## config.mk

```make
export PLATFORM = sky130hd
export DESIGN_NAME = tpf_cfg
export DESIGN_NICKNAME = d
export VERILOG_FILES = /design/src/hdl/tpf_pkg.sv /design/src/hdl/tpf_cfg.sv
export SDC_FILE = /design/constraint.sdc
export NUM_CORES = 2
export LEC_CHECK = 0
export ABC_CLOCK_PERIOD_IN_PS = 7500
export CAP_MARGIN = 40
export CORE_MARGIN = 3
export CORE_UTILIZATION = 40
export CTS_BUF_LIST = sky130_fd_sc_hd__clkbuf_16
export DETAILED_ROUTE_END_ITERATION = 12
export DONT_BUFFER_PORTS = 1
export SYNTH_ARGS = -nofsm -noshare
export SYNTH_HDL_FRONTEND = slang
export SYNTH_SLANG_ARGS = --single-unit
export TNS_END_PERCENT = 30
```

## constraint.sdc

```tcl
create_clock -name clk -period 7.5 [get_ports clk]
set_input_delay 1.125 -clock clk [delete_from_list [all_inputs] [get_ports clk]]
set_output_delay 1.125 -clock clk [all_outputs]
set_load 0.1 [all_outputs]
```

## src/hdl/tpf_pkg.sv

```systemverilog
// Shared types and constants for the permuting tensor buffer.
package tpf_pkg;

  // Fixed field widths of the channels.
  localparam int IDX_BITS  = 12;
  localparam int SIZE_BITS = 13;
  localparam int AXES      = 4;
  localparam int SEL_BITS  = 2;

  // Saturating element counts and strides; covers every buffer depth in range.
  localparam int CNT_BITS = 21;

  // Restoring division: quotient bits resolved per pipeline stage.
  localparam int DIV_STEPS      = 4;
  localparam int DIV_PER_AXIS   = IDX_BITS / DIV_STEPS;
  localparam int DIV_AXES       = AXES - 1;
  localparam int DIV_STAGES     = DIV_AXES * DIV_PER_AXIS;

  // Input hold-off after a register write while the geometry settles.
  localparam int COOL_BITS              = 3;
  localparam logic [COOL_BITS-1:0] COOL = 3'd6;

  // Configuration register indexes.
  typedef enum logic [2:0] {
    REG_DIM0  = 3'd0,
    REG_DIM1  = 3'd1,
    REG_DIM2  = 3'd2,
    REG_DIM3  = 3'd3,
    REG_ORDER = 3'd4,
    REG_FLIP  = 3'd5,
    REG_NDIMS = 3'd6
  } cfg_reg_t;

  // Result status codes.
  typedef enum logic [1:0] {
    ST_OK    = 2'd0,
    ST_RANGE = 2'd1,
    ST_BAD   = 2'd2
  } status_t;

  // Geometry derived from the registers, consumed by the fetch pipeline.
  typedef struct packed {
    logic                                bad;
    logic [CNT_BITS-1:0]                 count;
    logic [DIV_AXES-1:0][CNT_BITS-1:0]   dst_stride;
    logic [AXES-1:0][CNT_BITS-1:0]       src_stride;
    logic                                flip_en;
    logic [SEL_BITS-1:0]                 flip_sel;
    logic [IDX_BITS-1:0]                 flip_max;
  } tpf_geom_t;

endpackage

```

## src/hdl/tpf_cfg.sv

```systemverilog
// Configuration registers and the pipelined derivation of strides and checks.
module tpf_cfg import tpf_pkg::*; #(
  parameter int BUF_DEPTH = 4096
) (
  input  logic                 clk,
  input  logic                 rst_n,
  input  logic                 cfg_we,
  input  logic [2:0]           cfg_addr,
  input  logic [SIZE_BITS-1:0] cfg_data,
  output tpf_geom_t            geom
);

  localparam logic [CNT_BITS-1:0] DEPTH_C = CNT_BITS'(BUF_DEPTH);
  localparam logic [CNT_BITS-1:0] SAT_C   = CNT_BITS'(BUF_DEPTH + 1);

  // Product that saturates just above the buffer depth.
  function automatic logic [CNT_BITS-1:0] sat_mul(input logic [CNT_BITS-1:0] a,
                                                  input logic [SIZE_BITS-1:0] b);
    logic [CNT_BITS+SIZE_BITS-1:0] p;
    p = a * b;
    sat_mul = (p > (CNT_BITS+SIZE_BITS)'(BUF_DEPTH)) ? SAT_C : p[CNT_BITS-1:0];
  endfunction

  logic [SIZE_BITS-1:0] dim_size_r [AXES];
  logic [7:0]           axis_order_r;
  logic [2:0]           flip_axis_r;
  logic [2:0]           num_dims_r;

  // Register writes; indexes beyond the list are dropped.
  always_ff @(posedge clk) begin
    if (!rst_n) begin
      for (int i = 0; i < AXES; i++) begin
        dim_size_r[i] <= SIZE_BITS'(1);
      end
      axis_order_r <= 8'd228;
      flip_axis_r  <= 3'd4;
      num_dims_r   <= 3'd4;
    end else if (cfg_we) begin
      unique case (cfg_reg_t'(cfg_addr))
        REG_DIM0:  dim_size_r[0] <= cfg_data;
        REG_DIM1:  dim_size_r[1] <= cfg_data;
        REG_DIM2:  dim_size_r[2] <= cfg_data;
        REG_DIM3:  dim_size_r[3] <= cfg_data;
        REG_ORDER: axis_order_r  <= cfg_data[7:0];
        REG_FLIP:  flip_axis_r   <= cfg_data[2:0];
        REG_NDIMS: num_dims_r    <= cfg_data[2:0];
        default: ;
      endcase
    end
  end

  // Step 1: order check, padded sizes and destination sizes.
  logic                 ok1_nxt, over1_nxt, fen1_nxt;
  logic [SIZE_BITS-1:0] s1_nxt [AXES];
  logic [SIZE_BITS-1:0] d1_nxt [AXES];
  logic [SEL_BITS-1:0]  src1_nxt [AXES];
  logic                 ok1_r, over1_r, fen1_r;
  logic [SIZE_BITS-1:0] s1_r [AXES];
  logic [SIZE_BITS-1:0] d1_r [AXES];
  logic [SEL_BITS-1:0]  src1_r [AXES];
  logic [SEL_BITS-1:0]  fsel1_r;

  always_comb begin
    logic [AXES-1:0]     seen;
    logic                perm_ok;
    logic                used;
    logic [SEL_BITS-1:0] src_raw;
    seen    = '0;
    perm_ok = 1'b1;
    for (int i = 0; i < AXES; i++) begin
      used    = 3'(i) < num_dims_r;
      src_raw = axis_order_r[SEL_BITS*i +: SEL_BITS];
      if (used) begin
        if ({1'b0, src_raw} >= num_dims_r || seen[src_raw]) begin
          perm_ok = 1'b0;
        end
        seen[src_raw] = 1'b1;
      end
      src1_nxt[i] = used ? src_raw : SEL_BITS'(i);
      s1_nxt[i]   = used ? dim_size_r[i] : SIZE_BITS'(1);
    end
    for (int i = 0; i < AXES; i++) begin
      d1_nxt[i] = s1_nxt[src1_nxt[i]];
    end
    ok1_nxt   = perm_ok && (num_dims_r != 3'd0) && (num_dims_r <= 3'(AXES));
    over1_nxt = CNT_BITS'(s1_nxt[0]) > DEPTH_C;
    fen1_nxt  = flip_axis_r < num_dims_r;
  end

  always_ff @(posedge clk) begin
    ok1_r   <= ok1_nxt;
    over1_r <= over1_nxt;
    fen1_r  <= fen1_nxt;
    fsel1_r <= flip_axis_r[SEL_BITS-1:0];
    s1_r    <= s1_nxt;
    d1_r    <= d1_nxt;
    src1_r  <= src1_nxt;
  end

  // Step 2: first pairwise products.
  logic                 ok2_r, over2_r, fen2_r;
  logic [SEL_BITS-1:0]  fsel2_r;
  logic [SIZE_BITS-1:0] s2_r [AXES];
  logic [SIZE_BITS-1:0] d2_r [AXES];
  logic [SEL_BITS-1:0]  src2_r [AXES];
  logic [CNT_BITS-1:0]  p01_r, d23_r, s23_r;

  always_ff @(posedge clk) begin
    ok2_r   <= ok1_r;
    over2_r <= over1_r;
    fen2_r  <= fen1_r;
    fsel2_r <= fsel1_r;
    s2_r    <= s1_r;
    d2_r    <= d1_r;
    src2_r  <= src1_r;
    p01_r   <= sat_mul(CNT_BITS'(s1_r[0]), s1_r[1]);
    d23_r   <= sat_mul(CNT_BITS'(d1_r[2]), d1_r[3]);
    s23_r   <= sat_mul(CNT_BITS'(s1_r[2]), s1_r[3]);
  end

  // Step 3: strides and the flip span.
  logic                                ok3_r, over3_r, fen3_r;
  logic [SEL_BITS-1:0]                 fsel3_r;
  logic [SIZE_BITS-1:0]                s3_last_r;
  logic [SEL_BITS-1:0]                 src3_r [AXES];
  logic [CNT_BITS-1:0]                 p012_r;
  logic [DIV_AXES-1:0][CNT_BITS-1:0]   dstr3_r;
  logic [CNT_BITS-1:0]                 sstr3_r [AXES];
  logic [IDX_BITS-1:0]                 fmax3_r;
  logic [SIZE_BITS-1:0]                fspan;

  assign fspan = d2_r[fsel2_r] - SIZE_BITS'(1);

  always_ff @(posedge clk) begin
    ok3_r      <= ok2_r;
    over3_r    <= over2_r || (p01_r > DEPTH_C);
    fen3_r     <= fen2_r;
    fsel3_r    <= fsel2_r;
    s3_last_r  <= s2_r[AXES-1];
    src3_r     <= src2_r;
    p012_r     <= sat_mul(p01_r, s2_r[2]);
    dstr3_r[2] <= CNT_BITS'(d2_r[3]);
    dstr3_r[1] <= d23_r;
    dstr3_r[0] <= sat_mul(d23_r, d2_r[1]);
    sstr3_r[3] <= CNT_BITS'(1);
    sstr3_r[2] <= CNT_BITS'(s2_r[3]);
    sstr3_r[1] <= s23_r;
    sstr3_r[0] <= sat_mul(s23_r, s2_r[1]);
    fmax3_r    <= fspan[IDX_BITS-1:0];
  end

  // Step 4: element count, final verdict and strides per destination axis.
  tpf_geom_t           geom_r;
  logic [CNT_BITS-1:0] count4;

  assign count4 = sat_mul(p012_r, s3_last_r);

  always_ff @(posedge clk) begin
    geom_r.bad        <= !ok3_r || over3_r || (p012_r > DEPTH_C) || (count4 > DEPTH_C);
    geom_r.count      <= count4;
    geom_r.dst_stride <= dstr3_r;
    for (int i = 0; i < AXES; i++) begin
      geom_r.src_stride[i] <= sstr3_r[src3_r[i]];
    end
    geom_r.flip_en    <= fen3_r;
    geom_r.flip_sel   <= fsel3_r;
    geom_r.flip_max   <= fmax3_r;
  end

  assign geom = geom_r;

endmodule

```

==> flow_metrics.py <==
metrics = {
    "layout": {
        "multi_input_area_um2": 51600,
        "layout-drive-gt1-share_pct": 6.91,
        "fill_cells": 16890,
        "seq_area_um2": 14100,
        "post-route-util_pct": 45.5,
        "mostFrequentLayoutCell": "inv_1",
        "nNetsFinal": 9599,
        "syn2layout_area_growth_pct": 12.7,
        "mostFrequentLayoutCells": "inv_1, fa_1, nand2_1, and2_1, dfxtp_1",
        "design_area_um2": 81300,
    },
    "worst_setup_path": {
        "cpMostUsedCell": "fa_1",
        "cp_slowest_cell": "dfxtp_1",
        "worstSetupEndpointType": "flop",
        "cp.arrival_ns": 7.77,
        "crit_chain": "buf_4 > nand2_1 > fa_1 > fa_1 > fa_1 > fa_1 > inv_1 > fa_1 > ha_1 > nand4_1 > a211oi_1 > o21ai_0 > a21oi_1 > xnor2_1 > o2111ai_1 > or4b_1 > or4_4 > or4_1",
        "max_stage_delay_ns": 0.75,
        "required_ns": 8.07,
        "crit_buf_inv": 2,
        "crit_start": "s2_r[30]$_DFF_P_",
        "cp_max_fo": 14,
        "cp_top_family": "adder cells",
        "startpoint_type": "flop",
        "r2r-start": "s2_r[30]$_DFF_P_",
        "worstSetupPathType": "reg2reg",
    },
    "outcome": {
        "status": "finished, final reports clean",
    },
    "drt": {
        "ant_nets": 0,
        "drt_wl_total_mm": 189,
        "routed_wire_length_per_instance_um": 18.4,
        "vias_per_cell": 5.16,
        "via_count": 52999,
        "route.detailed.drc": 0,
        "dr.first_iter.drc_count": 3178,
        "first_pass_iters": 6,
    },
    "logic_synthesis": {
        "synth_top_family_by_area": "adder cells",
        "synth_compound_area_share_pct": 6.71,
        "async_flop_share_pct": 0,
        "synth_top_area_cell": "fa_1",
        "synth.area.mux_share_pct": 2.62,
        "ys_ff_latch": 679,
        "synthSimpleGateAreaFrac_pct": 17.6,
        "yosysUniqueCellTypes": 92,
        "ys_top_cells_by_area": "fa_1, dfxtp_1, ha_1, inv_1, and2_1",
        "synth_area_um2": 72100,
        "synth-xor-area-share_pct": 1.58,
        "synth_flop_cell": "dfxtp_1",
        "ys_seq_area_share_pct": 19.6,
        "netlist.area_leader.share_pct": 33.3,
        "synth-edff-count": 52,
        "yosysWarningCount": 0,
        "synth_cells": 7763,
        "synth.avg_cell_area_um2": 9.29,
        "yosys.area_share.adder_pct": 42.6,
    },
    "power_and_ir_drop": {
        "swShare_pct": 49.0,
        "power.share.combinational_pct": 69.2,
        "p_clk_share_pct": 14.7,
        "cell_internal_pwr_w": 0.0136,
        "switching_power_w": 0.0131,
        "power.density_nw_per_um2": 328,
        "p_leak_nw": 38.0,
        "peakVddDrop_uv": 349,
        "p_seq_share_pct": 16.1,
    },
    "global_routing": {
        "track_usage_pct": 20.8,
        "grt_pass1_vias": 57486,
        "grt_max_degree": 42,
        "antenna_found_initial": 5,
        "grt_first_pass_wirelength_mm": 311,
        "grt_overflow": 0,
    },
    "placement": {
        "port_buffers": 0,
        "dpl-instance-area_um2": 78700,
        "dpl_worst_slack_ns": 0.235,
        "post-dp-hpwl_mm": 152,
        "place_congestion": 0.878,
    },
    "sta": {
        "rsz0062_at_grt": "false",
        "whs_ns": 0.311,
        "skew_ns": 0.0297,
        "post-route-period-util_pct": 96.1,
        "period_minus_slack_ns": 7.21,
        "max_slew_margin_pct": 37.2,
        "finalMaxSlewViolations": 0,
        "fmax_mhz": 139,
        "setup_viol": 0,
        "fin_setup_tns_ns": 0,
        "final-hold-violation-count": 0,
        "layout_setup_ws_ns": 0.292,
        "tightest_slew_ns": 0.942,
    },
    "cts": {
        "cts_root_buf": "clkbuf_16",
        "cts-hold-fix-buffers": 0,
        "ctsResizeCount": 0,
        "post_cts.repair.setup_buffers": 0,
        "path_clk_slew_ns": 0.06,
        "insertion_delay_ns": 0.69,
        "htreeDepth": 3,
        "numCtsBuffers": 76,
        "cts_tree": "yes",
        "clock-sinks": 679,
        "clock_path_buffers": 3,
    },
    "min_path": {
        "min_path_type": "reg2reg",
        "hold_path_startpoint": "dstr3_r[17]$_SDFF_PN0_",
    },
    "floorplan": {
        "die-width_um": 431,
        "fp.dieArea_um2": 185000,
        "start_util_pct": 40.3,
        "die-height_um": 431,
        "ios": 203,
        "num_rows": 155,
        "coreArea_um2": 179000,
    },
    "job": {
        "cap_violations": 0,
    },
}
-- stage by stage --
| stage | power, W | std cells |
|---|---|---|
| finish | 0.0266 | 10262 |
| global route | 0.0294 | 10262 |
| CTS | 0.0267 | 10260 |
| detailed placement | 0.0226 | 10119 |
| global placement | 0.0222 | 9924 |
| floorplan | 0.0181 | 7826 |
-- worst paths after layout --
path / endpoint / slack (ns) / cells after the start
setup / recovery: sstr3_r[0][0]$_SDFF_PN1_ / 0.29 / 18
hold reg to reg: geom[116]$_DFF_P_ / 0.31 / 0
setup reg to reg: sstr3_r[0][0]$_SDFF_PN1_ / 0.29 / 18
hold / removal: geom[116]$_DFF_P_ / 0.31 / 0
-- power groups by stage --
| stage | clock [W] | sequential (W) | combinational (W) |
|---|---|---|---|
| 3_5_place_dp | 0 | 0.00436 | 0.0183 |
| 3_3_place_gp | 0 | 0.00467 | 0.0175 |
| 5_1_grt | 0.00416 | 0.00431 | 0.0210 |
| 4_1_cts | 0.00403 | 0.00428 | 0.0184 |
| 2_1_floorplan | 0 | 0.00436 | 0.0138 |
| 6_report | 0.00391 | 0.00428 | 0.0184 |
-- flip-flops by register name, indices dropped and copies added, names as in the netlist, 39 cells and up --
signal      cells
d1_r           51
s1_r           52
geom          176
s2_r           39
dim_size_r     52
d2_r           50
dstr3_r        55
sstr3_r        55
-- kinds of logic (layout without fill, tap and decap cells) --
kind of cell / Yosys count / count (layout)
and+or+nand+nor: 2558 / 2558
buffers and inverters: 1778 / 1858
adders and majority gates: 1737 / 1737
AOI/OAI and AO/OA: 739 / 739
DFF: 679 / 679
muxes: 142 / 142
xor gates and xnor gates: 129 / 129
other: 1 / 65
-- Yosys cell counts (61+ instances only) --
master / number
a211oi_1: 61
a21oi_1: 192
and2_1: 813
clkbuf_1: 380
dfxtp_1: 627
fa_1: 1199
ha_1: 538
inv_1: 1374
mux2i_1: 103
nand2_1: 1139
nor2_1: 203
nor4_1: 73
o21ai_0: 167
xnor2_1: 72
-- final cells by class --
cell class | count | share of cell area (%)
clock buffer | 79 | 2.43
inverter | 1374 | 6.34
timing repair buffer | 343 | 6.06
antenna | 1 | 0.00308
multi-input combinational | 5369 | 63.4
clock inverter | 62 | 0.762
tap | 2355 | 3.62
sequential | 679 | 17.4
-- metal layers --
metal	routed length [µm]	track usage, %	vias to the layer above
met4	5970	7.03	0
met1	81300	27.6	26979
met3	10600	3.05	327
met2	91200	34.8	1481
li1	-	-	24212
met5	0	0	-
No activity file was read; power rests on OpenSTA's default activity.
